<file path="src/rbf_pkg.sv">
package rbf_pkg;

  // Field and datapath widths.
  localparam int ELEM_W  = 16;
  localparam int GAMMA_W = 16;
  localparam int ACC_W   = 40;
  localparam int SQ_W    = 32;
  localparam int KVAL_W  = 16;
  localparam int VAL_W   = 32;
  localparam int TAB_W   = 31;
  localparam int TBITS   = 24;
  localparam int IDX_W   = 5;
  localparam int HALF_W  = 20;
  localparam int PP_W    = GAMMA_W + HALF_W;
  localparam int PROD_W  = GAMMA_W + ACC_W;

  localparam logic [GAMMA_W-1:0] GAMMA_RESET = 16'd4096;
  localparam logic [VAL_W-1:0]   ONE_Q31     = 32'h8000_0000;

  // exp(-2^-m) in Q1.31 from the alternating Taylor series in Q.60.
  function automatic logic [63:0] exp_neg_pow2(input int unsigned m);
    logic [63:0] term;
    logic [63:0] total;
    logic        done;
    term  = 64'd1 << 60;
    total = 64'd1 << 60;
    done  = 1'b0;
    for (int n = 1; n < 48; n++) begin
      if (!done) begin
        term = (term >> m) / 64'(n);
        if (term == 64'd0) begin
          done = 1'b1;
        end else if (n[0]) begin
          total = total - term;
        end else begin
          total = total + term;
        end
      end
    end
    return (total + (64'd1 << 28)) >> 29;
  endfunction

  // Factor for bit b of the Q4.20 argument; the top four come from squaring.
  function automatic logic [63:0] exp_entry(input int unsigned b);
    logic [63:0] v;
    if (b < 20) begin
      v = exp_neg_pow2(20 - b);
    end else begin
      v = exp_neg_pow2(1);
      for (int k = 20; k < TBITS; k++) begin
        if (k <= int'(b)) begin
          v = (v * v + (64'd1 << 30)) >> 31;
        end
      end
    end
    return v;
  endfunction

  localparam logic [TAB_W-1:0] EXP_TAB [TBITS] = '{
    TAB_W'(exp_entry(0)),  TAB_W'(exp_entry(1)),  TAB_W'(exp_entry(2)),
    TAB_W'(exp_entry(3)),  TAB_W'(exp_entry(4)),  TAB_W'(exp_entry(5)),
    TAB_W'(exp_entry(6)),  TAB_W'(exp_entry(7)),  TAB_W'(exp_entry(8)),
    TAB_W'(exp_entry(9)),  TAB_W'(exp_entry(10)), TAB_W'(exp_entry(11)),
    TAB_W'(exp_entry(12)), TAB_W'(exp_entry(13)), TAB_W'(exp_entry(14)),
    TAB_W'(exp_entry(15)), TAB_W'(exp_entry(16)), TAB_W'(exp_entry(17)),
    TAB_W'(exp_entry(18)), TAB_W'(exp_entry(19)), TAB_W'(exp_entry(20)),
    TAB_W'(exp_entry(21)), TAB_W'(exp_entry(22)), TAB_W'(exp_entry(23))
  };

  // Commands from the controller to the datapath.
  typedef struct packed {
    logic             take;
    logic             mul_lo;
    logic             mul_hi;
    logic             exp_step;
    logic [IDX_W-1:0] bit_idx;
    logic             load_out;
  } rbf_cmd_t;

  // Status from the datapath to the controller.
  typedef struct packed {
    logic out_free;
  } rbf_sts_t;

endpackage

</file>
<file path="src/rbf_ctrl.sv">
module rbf_ctrl
  import rbf_pkg::*;
(
  input  logic     clk,
  input  logic     rst_n,
  input  logic     in_valid,
  input  logic     in_last,
  output logic     in_ready,
  input  rbf_sts_t sts,
  output rbf_cmd_t cmd
);

  typedef enum logic [5:0] {
    S_ACC    = 6'b000001,
    S_DRAIN  = 6'b000010,
    S_MUL_LO = 6'b000100,
    S_MUL_HI = 6'b001000,
    S_EXP    = 6'b010000,
    S_OUT    = 6'b100000
  } rbf_state_t;

  rbf_state_t       state_r, state_nxt;
  logic [IDX_W-1:0] idx_r, idx_nxt;
  logic             take;

  assign in_ready = (state_r == S_ACC);
  assign take     = in_valid && in_ready;

  // Next-state and command decode.
  always_comb begin
    state_nxt    = state_r;
    idx_nxt      = idx_r;
    cmd          = '0;
    cmd.take     = take;
    cmd.bit_idx  = idx_r;
    case (state_r)
      S_ACC: begin
        if (take && in_last) begin
          state_nxt = S_DRAIN;
        end
      end
      S_DRAIN: begin
        state_nxt = S_MUL_LO;
      end
      S_MUL_LO: begin
        cmd.mul_lo = 1'b1;
        state_nxt  = S_MUL_HI;
      end
      S_MUL_HI: begin
        cmd.mul_hi = 1'b1;
        idx_nxt    = '0;
        state_nxt  = S_EXP;
      end
      S_EXP: begin
        cmd.exp_step = 1'b1;
        idx_nxt      = IDX_W'(idx_r + 1'b1);
        if (idx_r == IDX_W'(TBITS - 1)) begin
          state_nxt = S_OUT;
        end
      end
      S_OUT: begin
        if (sts.out_free) begin
          cmd.load_out = 1'b1;
          state_nxt    = S_ACC;
        end
      end
      default: begin
        state_nxt = S_ACC;
      end
    endcase
  end

  // State and bit counter.
  always_ff @(posedge clk) begin
    if (!rst_n) begin
      state_r <= S_ACC;
      idx_r   <= '0;
    end else begin
      state_r <= state_nxt;
      idx_r   <= idx_nxt;
    end
  end

endmodule

</file>
<file path="src/rbf_dpath.sv">
module rbf_dpath
  import rbf_pkg::*;
#(
  parameter int MAX_DIM = 64
) (
  input  logic              clk,
  input  logic              rst_n,
  input  logic              cfg_wr_en,
  input  logic [GAMMA_W-1:0] cfg_wr_data,
  input  logic [ELEM_W-1:0] in_x_elem,
  input  logic [ELEM_W-1:0] in_y_elem,
  input  rbf_cmd_t          cmd,
  output rbf_sts_t          sts,
  output logic              out_valid,
  input  logic              out_ready,
  output logic [KVAL_W-1:0] out_kernel_value,
  output logic              out_overflow
);

  localparam int CNT_W = $clog2(MAX_DIM + 1);

  logic [GAMMA_W-1:0] gamma_r;
  logic [CNT_W-1:0]   cnt_r;
  logic               cnt_ok;
  logic signed [ELEM_W:0] diff;
  logic [ELEM_W:0]    mag;
  logic [SQ_W-1:0]    sq_r;
  logic               sq_vld_r;
  logic [ACC_W:0]     sum;
  logic [ACC_W-1:0]   acc_r;
  logic               ovf_r;
  logic [PP_W-1:0]    lo_r;
  logic [PP_W-1:0]    hi_w;
  logic [PROD_W-1:0]  prod;
  logic [TBITS-1:0]   t_r;
  logic               big_r;
  logic [VAL_W-1:0]   val_r;
  logic [62:0]        eprod;
  logic [VAL_W-1:0]   rnd;
  logic               out_valid_r;
  logic [KVAL_W-1:0]  kval_r;
  logic               oflag_r;

  // Kernel width register.
  always_ff @(posedge clk) begin
    if (!rst_n) begin
      gamma_r <= GAMMA_RESET;
    end else if (cfg_wr_en) begin
      gamma_r <= cfg_wr_data;
    end
  end

  // First stage: difference and its square.
  assign cnt_ok = (cnt_r < CNT_W'(MAX_DIM));
  assign diff   = $signed({in_x_elem[ELEM_W-1], in_x_elem}) -
                  $signed({in_y_elem[ELEM_W-1], in_y_elem});
  assign mag    = diff[ELEM_W] ? (ELEM_W+1)'(-diff) : (ELEM_W+1)'(diff);

  always_ff @(posedge clk) begin
    if (cmd.take) begin
      sq_r <= SQ_W'(mag) * SQ_W'(mag);
    end
  end

  // Second stage: saturating accumulate, element count and sticky flag.
  assign sum = {1'b0, acc_r} + (ACC_W+1)'(sq_r);

  always_ff @(posedge clk) begin
    if (!rst_n) begin
      sq_vld_r <= 1'b0;
      cnt_r    <= '0;
      acc_r    <= '0;
      ovf_r    <= 1'b0;
    end else if (cmd.load_out) begin
      sq_vld_r <= 1'b0;
      cnt_r    <= '0;
      acc_r    <= '0;
      ovf_r    <= 1'b0;
    end else begin
      sq_vld_r <= cmd.take && cnt_ok;
      if (cmd.take && cnt_ok) begin
        cnt_r <= CNT_W'(cnt_r + 1'b1);
      end
      // The flag sticks for a skipped pair or a saturated sum.
      if ((cmd.take && !cnt_ok) || (sq_vld_r && sum[ACC_W])) begin
        ovf_r <= 1'b1;
      end
      if (sq_vld_r) begin
        acc_r <= sum[ACC_W] ? '1 : sum[ACC_W-1:0];
      end
    end
  end

  // gamma * distance in two partial products.
  assign hi_w = PP_W'(gamma_r) * PP_W'(acc_r[ACC_W-1:HALF_W]);
  assign prod = {hi_w, {HALF_W{1'b0}}} + PROD_W'(lo_r);

  // Exponent loop: one rounded Q1.31 product for each set argument bit.
  assign eprod = 63'(val_r) * 63'(EXP_TAB[cmd.bit_idx]);

  always_ff @(posedge clk) begin
    if (cmd.mul_lo) begin
      lo_r <= PP_W'(gamma_r) * PP_W'(acc_r[HALF_W-1:0]);
    end
    if (cmd.mul_hi) begin
      t_r   <= prod[37:14];
      big_r <= (prod[PROD_W-1:38] != '0);
      val_r <= ONE_Q31;
    end else if (cmd.exp_step && t_r[cmd.bit_idx]) begin
      val_r <= VAL_W'((eprod + 63'(64'd1 << 30)) >> 31);
    end
  end

  // Output register, rounded to Q1.15.
  assign rnd          = val_r + VAL_W'(32'd1 << 15);
  assign sts.out_free = !out_valid_r || out_ready;

  always_ff @(posedge clk) begin
    if (!rst_n) begin
      out_valid_r <= 1'b0;
    end else if (cmd.load_out) begin
      out_valid_r <= 1'b1;
    end else if (out_ready) begin
      out_valid_r <= 1'b0;
    end
  end

  always_ff @(posedge clk) begin
    if (cmd.load_out) begin
      kval_r  <= big_r ? '0 : rnd[VAL_W-1:16];
      oflag_r <= ovf_r;
    end
  end

  assign out_valid        = out_valid_r;
  assign out_kernel_value = kval_r;
  assign out_overflow     = oflag_r;

endmodule

</file>
<file path="src/rbf_kernel_eval_top.sv">
// Gaussian RBF kernel evaluator.
// The input channel (in_valid/in_ready) carries one request per element pair:
// in_x_elem and in_y_elem as signed Q4.11, and in_last on the final pair.
// Each of the first MAX_DIM pairs adds (x - y)^2 to a 40-bit saturating
// distance accumulator. Pairs stream at one per cycle until the request with
// in_last is taken. The block then forms gamma * distance from two partial
// products and runs a 24-step exponent loop on one 32 x 31 multiplier, one
// argument bit per cycle. The result appears on out_valid after the drain,
// multiply, exponent and output states; in_ready is low from the last pair
// until the result is loaded. out_kernel_value is exp(-t) in unsigned Q1.15
// and out_overflow flags more than MAX_DIM pairs or a saturated accumulator.
// The user must write the gamma register (Q4.12) by cfg_wr_en/cfg_wr_data
// only between vectors; the block itself does not enforce this. A stalled
// result holds in the output register; accumulation of the next vector
// proceeds, and only its final result waits for the slot. Synchronous reset
// clears the accumulator, the count, the output valid and sets gamma to 1.0.
module rbf_kernel_eval_top
  import rbf_pkg::*;
#(
  parameter int MAX_DIM = 64
) (
  input  logic               clk,
  input  logic               rst_n,
  input  logic               cfg_wr_en,
  input  logic [GAMMA_W-1:0] cfg_wr_data,
  input  logic               in_valid,
  output logic               in_ready,
  input  logic [ELEM_W-1:0]  in_x_elem,
  input  logic [ELEM_W-1:0]  in_y_elem,
  input  logic               in_last,
  output logic               out_valid,
  input  logic               out_ready,
  output logic [KVAL_W-1:0]  out_kernel_value,
  output logic               out_overflow
);

  rbf_cmd_t cmd;
  rbf_sts_t sts;

  // Sequencer for accumulate, multiply, exponent and output load.
  rbf_ctrl u_ctrl (
    .clk      (clk),
    .rst_n    (rst_n),
    .in_valid (in_valid),
    .in_last  (in_last),
    .in_ready (in_ready),
    .sts      (sts),
    .cmd      (cmd)
  );

  // Arithmetic and output register.
  rbf_dpath #(
    .MAX_DIM (MAX_DIM)
  ) u_dpath (
    .clk              (clk),
    .rst_n            (rst_n),
    .cfg_wr_en        (cfg_wr_en),
    .cfg_wr_data      (cfg_wr_data),
    .in_x_elem        (in_x_elem),
    .in_y_elem        (in_y_elem),
    .cmd              (cmd),
    .sts              (sts),
    .out_valid        (out_valid),
    .out_ready        (out_ready),
    .out_kernel_value (out_kernel_value),
    .out_overflow     (out_overflow)
  );

endmodule

</file>
<file path="config.mk">
export PLATFORM = sky130hd
export DESIGN_NAME = rbf_kernel_eval_top
export DESIGN_NICKNAME = d
export VERILOG_FILES = /design/src/rbf_pkg.sv /design/src/rbf_ctrl.sv /design/src/rbf_dpath.sv /design/src/rbf_kernel_eval_top.sv
export SDC_FILE = /design/constraint.sdc
export NUM_CORES = 2
export LEC_CHECK = 0
export ABC_AREA = 1
export BUFFER_PORTS_ARGS = -buffer_cell sky130_fd_sc_hd__clkbuf_2
export CELL_PAD_IN_SITES_DETAIL_PLACEMENT = 0
export CELL_PAD_IN_SITES_GLOBAL_PLACEMENT = 2
export CORE_MARGIN = 2
export CORE_UTILIZATION = 28
export DETAILED_ROUTE_END_ITERATION = 6
export PLACE_DENSITY = 0.58
export REMOVE_ABC_BUFFERS = 1
export SLEW_MARGIN = 0
export SYNTH_ARGS = -nofsm -noshare
export SYNTH_HDL_FRONTEND = slang
export SYNTH_SLANG_ARGS = --single-unit
</file>
<file path="constraint.sdc">
create_clock -name clk -period 10.1 [get_ports clk]
set_input_delay 1.01 -clock clk [delete_from_list [all_inputs] [get_ports clk]]
set_output_delay 1.01 -clock clk [all_outputs]
set_load 0.05 [all_outputs]
</file>
## Word level (Yosys, flattened, before mapping)

Memory sizes are Yosys's and may differ from the RTL's.
Cells that the tools add are included.
Widths: inputs -> output; s select.

| word-level totals | value |
|---|---|
| memory bits (read-only) | 992 |
| output and inout port bits | 19 |
| bits in registers | 219 |
| word-level logic and storage cells | 76 |
| memories kept | 1 |
| input port bits | 54 |

Memory list:

| memory | depth | width | read ports | clocked after memory_dff | write ports | line | source |
|---|---|---|---|---|---|---|---|
| (no name shown) | 32 | 31 | 1 | 0 | 0 | rbf_dpath.sv:99 | `assign eprod = 63'(val_r) * 63'(EXP_TAB[cmd.bit_idx]);` |

| operators by class | value |
|---|---|
| bitwise operators | 2 |
| reductions and logical operators | 15 |
| $lt $le $gt $ge | 3 |
| muxes and demuxes | 18 |
| equality and inequality tests | 10 |
| add/sub/neg operators | 8 |
| multipliers | 4 |

Operators by type and width:

| kind | count |
|---|---|
| $mul 16x20->36 | 2 |
| $add 63x31->63 const B | 1 |
| $mul 32x31->63 | 1 |
| $mux 31 | 2 |
| $add 56x36->56 | 1 |
| $add 40x32->41 | 1 |
| $mux 40 | 1 |
| $pmux 6 s6 | 1 |
| $add 32x16->32 const B | 1 |
| $mul 17x17->32 | 1 |
| $mux 6 | 3 |
| $reduce_bool 18->1 | 1 |
| $mux 17 | 1 |
| $neg 17->17 | 1 |
| $sub 16x16->17 | 1 |
| $pmux 5 s2 | 1 |
| $mux 1 | 8 |
| $add 7x1->7 const B | 1 |
| $lt 7x7->1 const B | 1 |
| $eq 6x1->1 const B | 1 |
| $eq 6x2->1 const B | 1 |
| $eq 6x3->1 const B | 1 |
| $eq 6x4->1 const B | 1 |
| $eq 6x5->1 const B | 1 |
| other kinds (16) | 25 |

## Longest topological paths before layout

| depth | value |
|---|---|
| depth in word-level cells | 6 |
| gate-level depth with buffers | 44 |
| mapped depth without buffers | 44 |

## By module

A second synthesis with hierarchy kept.

| unflattened totals | value |
|---|---|
| cells, all modules | 9529 |
| area, all modules | 74301.3 sq um |

Modules (own cells, without submodules):

| module | area each (sq um) | cells an instance | instances | seq. area each (sq um) |
|---|---|---|---|---|
| rbf_dpath | 73636.9 | 9439 | 1 | 4814.6 |
| rbf_ctrl | 664.4 | 90 | 1 | 220.2 |

## Least setup slack after synthesis

OpenSTA, ideal clock, no wires.

| timing | value |
|---|---|
| kind | input to register |
| start point | input in_x_elem[0] |
| end point | register u_dpath.sq_r[30] (data pin) |
| library setup time | 258 ps |
| data arrival time | 7958 ps |
| stages on the path | 40 |
| data required time | 9842 ps |
| setup slack | 1884 ps |
| buffers on the path | 0 |
| path through | inv_1 -> ha_1 -> fa_1 -> inv_1 -> nand2_1 -> nand3_2 -> o21ai_4 -> o21bai_4 -> xor2_2 -> nor2b_1 -> nand2_1 -> nor2_2 -> nand2_1 -> o21ai_1 -> or2_2 -> nand2_2 -> inv_2 -> nand2_1 -> [4 not listed] -> fa_1 -> inv_1 -> fa_1 -> fa_1 -> inv_1 -> fa_1 -> inv_1 -> ha_1 -> nand2_1 -> nor4_1 -> nand4_1 -> nand3_1 -> nand2_1 -> nand3_1 -> a21oi_1 -> o21ai_0 -> a21oi_1 -> xnor2_1 |

| between the ends | value |
|---|---|
| longest elaborated chain between the ends | 4 |

Ends and longest elaborated chain:

| element | line | source |
|---|---|---|
| from (decl) | rbf_kernel_eval_top.sv:28 | `input logic [ELEM_W-1:0] in_x_elem,` |
| $sub 16x16->17 (*) | rbf_dpath.sv:55 | `assign diff = $signed({in_x_elem[ELEM_W-1], in_x_elem}) -` |
| $neg 17->17 | rbf_dpath.sv:57 | `assign mag = diff[ELEM_W] ? (ELEM_W+1)'(-diff) : (ELEM_W+1)'(diff);` |
| $mux 17 (*) | rbf_dpath.sv:57 |  |
| $mul 17x17->32 (*) | rbf_dpath.sv:61 | `sq_r <= SQ_W'(mag) * SQ_W'(mag);` |
| to (signal assigned) | rbf_dpath.sv:61 |  |
| to (decl) | rbf_dpath.sv:27 | `logic [SQ_W-1:0] sq_r;` |

Mark *: on every way between the ends. The rest lies on a longest branch, timed or not.
A chain may end at the register's enable or synchronous reset.

## Worst setup path in the final report

| timing | value |
|---|---|
| start point | register u_ctrl.idx_r[0] |
| end point | register u_dpath.val_r[8] |

| between the ends | value |
|---|---|
| longest elaborated chain between the ends | 6 |
| elaborated cells between the ends (all ways) | 9 |
| those cells by class | add/sub: 1; mul: 1; mux: 4; bitwise: 1; reduce/logical: 1; memory: 1 |

Ends and longest elaborated chain:

| element | line | source |
|---|---|---|
| from (decl) | rbf_ctrl.sv:23 | `logic [IDX_W-1:0] idx_r, idx_nxt;` |
| from (signal assigned) | rbf_ctrl.sv:80 | `idx_r <= idx_nxt;` |
| $not 5->6 (implied by the code) | rbf_dpath.sv:99 |  |
| $mem_v2 32x31 | - |  |
| $mux 31 (implied by the code) (2 in series) | rbf_dpath.sv:99 |  |
| $mul 32x31->63 | rbf_dpath.sv:99 |  |
| $add 63x31->63 | rbf_dpath.sv:110 | `val_r <= VAL_W'((eprod + 63'(64'd1 << 30)) >> 31);` |
| to (signal assigned) | rbf_dpath.sv:110 |  |
| to (decl) | rbf_dpath.sv:37 | `logic [VAL_W-1:0] val_r;` |

Several ways; a longest one is shown, not always the timed one. The select of a mux whose other input is x is not followed.

==> flow_summary.toml <==
[floorplanning]
dieArea_um2 = 270000
pin_count = 73
start_util_pct = 28.1
die_x_um = 519
fp-row-count = 189
die_height_um = 519
core-area_um2 = 265000

[clock_network]
clk_latency_ns = 0.65
clock-sinks = 204
htree_levels = 1
ctsResizeCount = 0
clk_pin_slew_ns = 0.06
tritoncts = "done"
cts_buffers = 29
root_buffer = "clkbuf_16"
cts_setup_buffers = 0
ctsLongestPathBuffers = 3
hold_buffers = 0

[synthesis]
ys_types = 67
synth_enable_flop_cells = 95
synthCells = 9571
ys_seq_elements = 204
syn_area_um2 = 74400
synthFlopType = "dfxtp_1"
ys.warnings.count = 0
synthArstFlopShare_pct = 0
yosysSeqAreaShare_pct = 6.77
avgSynthCellArea_um2 = 7.77

[sta]
max_freq_mhz = 106
period_needed_ns = 9.40
setup_viol = 0
fin_crit_sh_pct = 93.1
clock_skew_ns = 0.0439
max_slew_margin_pct = 13.9
tightestPinTransition_ns = 1.29
finalSetupTns_ns = 0
hold_viol_final = 0
setup_slack_ns = 0.695
rsz0062_at_grt = "false"
slew_violations = 0

[global_routing]
grt_overflow = 0
track_usage_pct = 20.6
grt_pass1_vias = 66500
grt_start_max_net_pins = 49
antenna_found_initial = 1
grt_pass1_wl_um = 422000

[setup_path]
crit_fanout = 15
critPathKind = "reg -> reg"
worstPathRequired_ns = 10.65
slowest_delay_ns = 0.70
cp_common_cell = "fa_1"
worstPathArrival_ns = 9.96
cp_slowest_cell = "clkinv_1"
critical_path.endpoint_type = "register"
cp-start-kind = "register"

[final_layout]
nNetsFinal = 11800
postLayoutCoreUtil_pct = 30.3
drive_above_1_share_pct = 4.40
postLayoutCellArea_um2 = 80300
multi_input_comb_area_um2 = 58300
syn_to_final_growth_pct = 7.93
nFillCells = 28900
seq_area_um2 = 5050

[place]
placed_area_um2 = 79300
place.detailed.hpwl_um = 228000
portBuffers = 72
preCtsSetupSlack_ns = 0.714
gp_congestion = 0.881

[drt]
wirelength_um = 273000
drc = 0
drt_first_iter_violations = 2795
vias = 59400
final_antenna_net_count = 0
dr.pass1.iters = 5
viasPerCell = 4.55
post_drt_wl_per_cell_um = 20.9

[worst_hold_path]
hold_class = "reg -> reg"

[status]
status = "complete, no violations"

[flow_run]
max_cap_violations = 0
worst max-delay path: cells and delay by family (launching register included):
family / cells / cell delay (ns)
fa+ha+maj: 10 / 4.93
buf+inv: 7 / 1.57
flops: 1 / 0.45
simple gates: 5 / 0.55
compound gates: 7 / 1.78
Yosys cell counts, types with 7 or more instances:
cell type / number / area share (%)
nor3_1: 37 / 0.25
inv_2: 20 / 0.10
o211ai_1: 11 / 0.11
nor4_1: 14 / 0.12
o31ai_1: 9 / 0.091
edfxtp_1: 95 / 3.8
nor2_4: 7 / 0.11
o21ai_0: 246 / 1.7
nand2_1: 2251 / 11
dfxtp_1: 109 / 2.9
xor2_1: 92 / 1.1
a21o_1: 23 / 0.23
nand2_2: 12 / 0.10
o21bai_1: 12 / 0.12
nand3_1: 166 / 1.1
a31oi_1: 32 / 0.27
xnor2_1: 57 / 0.67
fa_1: 1558 / 42
o21ai_1: 9 / 0.061
nand4_1: 51 / 0.43
a21oi_1: 350 / 2.4
buf_2: 15 / 0.10
clkinv_1: 12 / 0.061
or2_2: 8 / 0.067
nor2_1: 691 / 3.5
a211oi_1: 7 / 0.071
clkbuf_1: 330 / 1.7
o21a_1: 25 / 0.25
inv_1: 2537 / 13
buf_1: 30 / 0.15
ha_1: 672 / 11
kinds of logic (layout without fill, tap and decap cells):
group           count (synthesis)  after routing  share of synthesized area, %
simple gates                 3270           3270                          17.4
buf+inv                      2950           2891                          15.0
fa+ha+maj                    2230           2230                          53.3
compound gates                758            758                          5.66
flops                         204            204                          6.77
xor+xnor                      157            157                          1.99
other cells                     2             13                        0.0101
stage by stage:
step | hold slack (ns) | cells
after floorplan | 0.400 | 9199
after global placement | 0.408 | 13000
after detailed placement | 0.408 | 13000
after CTS | 0.422 | 13100
after global routing | 0.439 | 13100
final | 0.423 | 13100
final cells by class:
cell class | count | area share (%)
antenna | 2 | 0.00624
timing repair buffer | 270 | 2.36
inverter | 2569 | 12.0
multi-input combinational | 6426 | 72.7
tap | 3533 | 5.51
clock buffer | 38 | 1.04
clock inverter | 14 | 0.118
sequential | 204 | 6.30
state kept, by name (all words and copies together), names as in the netlist, 5 cells and up:
register and flops:
u_dpath.acc_r 40, u_dpath.val_r 32, u_dpath.sq_r 31, u_dpath.t_r 24, u_dpath.lo_r 22, u_dpath.gamma_r 16, u_dpath.out_kernel_value 16, u_dpath.cnt_r 7
u_ctrl.state_r 6, u_ctrl.idx_r 5
cells in the final DEF, fill, tap and decap left out, types with 11 or more instances in the layout:
| cell type | netlist | layout |
|---|---|---|
| inv_1 | 2537 | 2537 |
| nand2_1 | 2251 | 2251 |
| fa_1 | 1558 | 1558 |
| nor2_1 | 691 | 686 |
| ha_1 | 672 | 672 |
| a21oi_1 | 350 | 348 |
| o21ai_0 | 246 | 244 |
| buf_4 | 3 | 194 |
| nand3_1 | 166 | 166 |
| edfxtp_1 | 95 | 95 |
| dfxtp_1 | 109 | 94 |
| xor2_1 | 92 | 92 |
| clkbuf_2 | 0 | 72 |
| xnor2_1 | 57 | 57 |
| nand4_1 | 51 | 51 |
| nor3_1 | 37 | 37 |
| a31oi_1 | 32 | 32 |
| clkbuf_16 | 0 | 32 |
| o21a_1 | 25 | 25 |
| a21o_1 | 23 | 23 |
| inv_2 | 20 | 20 |
| dfxtp_2 | 0 | 15 |
| nor4_1 | 14 | 13 |
| clkinv_1 | 12 | 13 |
| nand2_2 | 12 | 12 |
| o21bai_1 | 12 | 12 |
| o211ai_1 | 11 | 11 |
| conb_1 | 2 | 11 |
layer usage:
metal	track usage [%]	vias to the layer above	part of all wire (%)
li1	-	27700	-
met1	26.0	30500	43
met2	38.1	926	51
met3	1.33	240	2.8
met4	5.07	0	3.0
met5	0	-	0
path summary, 6_finish.rpt:
check / from / end / slack [ns] / depth (start not counted)
hold / removal: u_dpath.lo_r[18] / u_dpath.t_r[4] / 0.42 / 0
setup reg to reg: u_ctrl.idx_r[0] / u_dpath.val_r[8] / 0.70 / 29
hold reg to reg: u_dpath.lo_r[18] / u_dpath.t_r[4] / 0.42 / 0
setup / recovery: u_ctrl.idx_r[0] / u_dpath.val_r[8] / 0.70 / 29
Power is not shown: default switching activity piles up to over one toggle a cycle in this logic, so the estimate is an artifact.
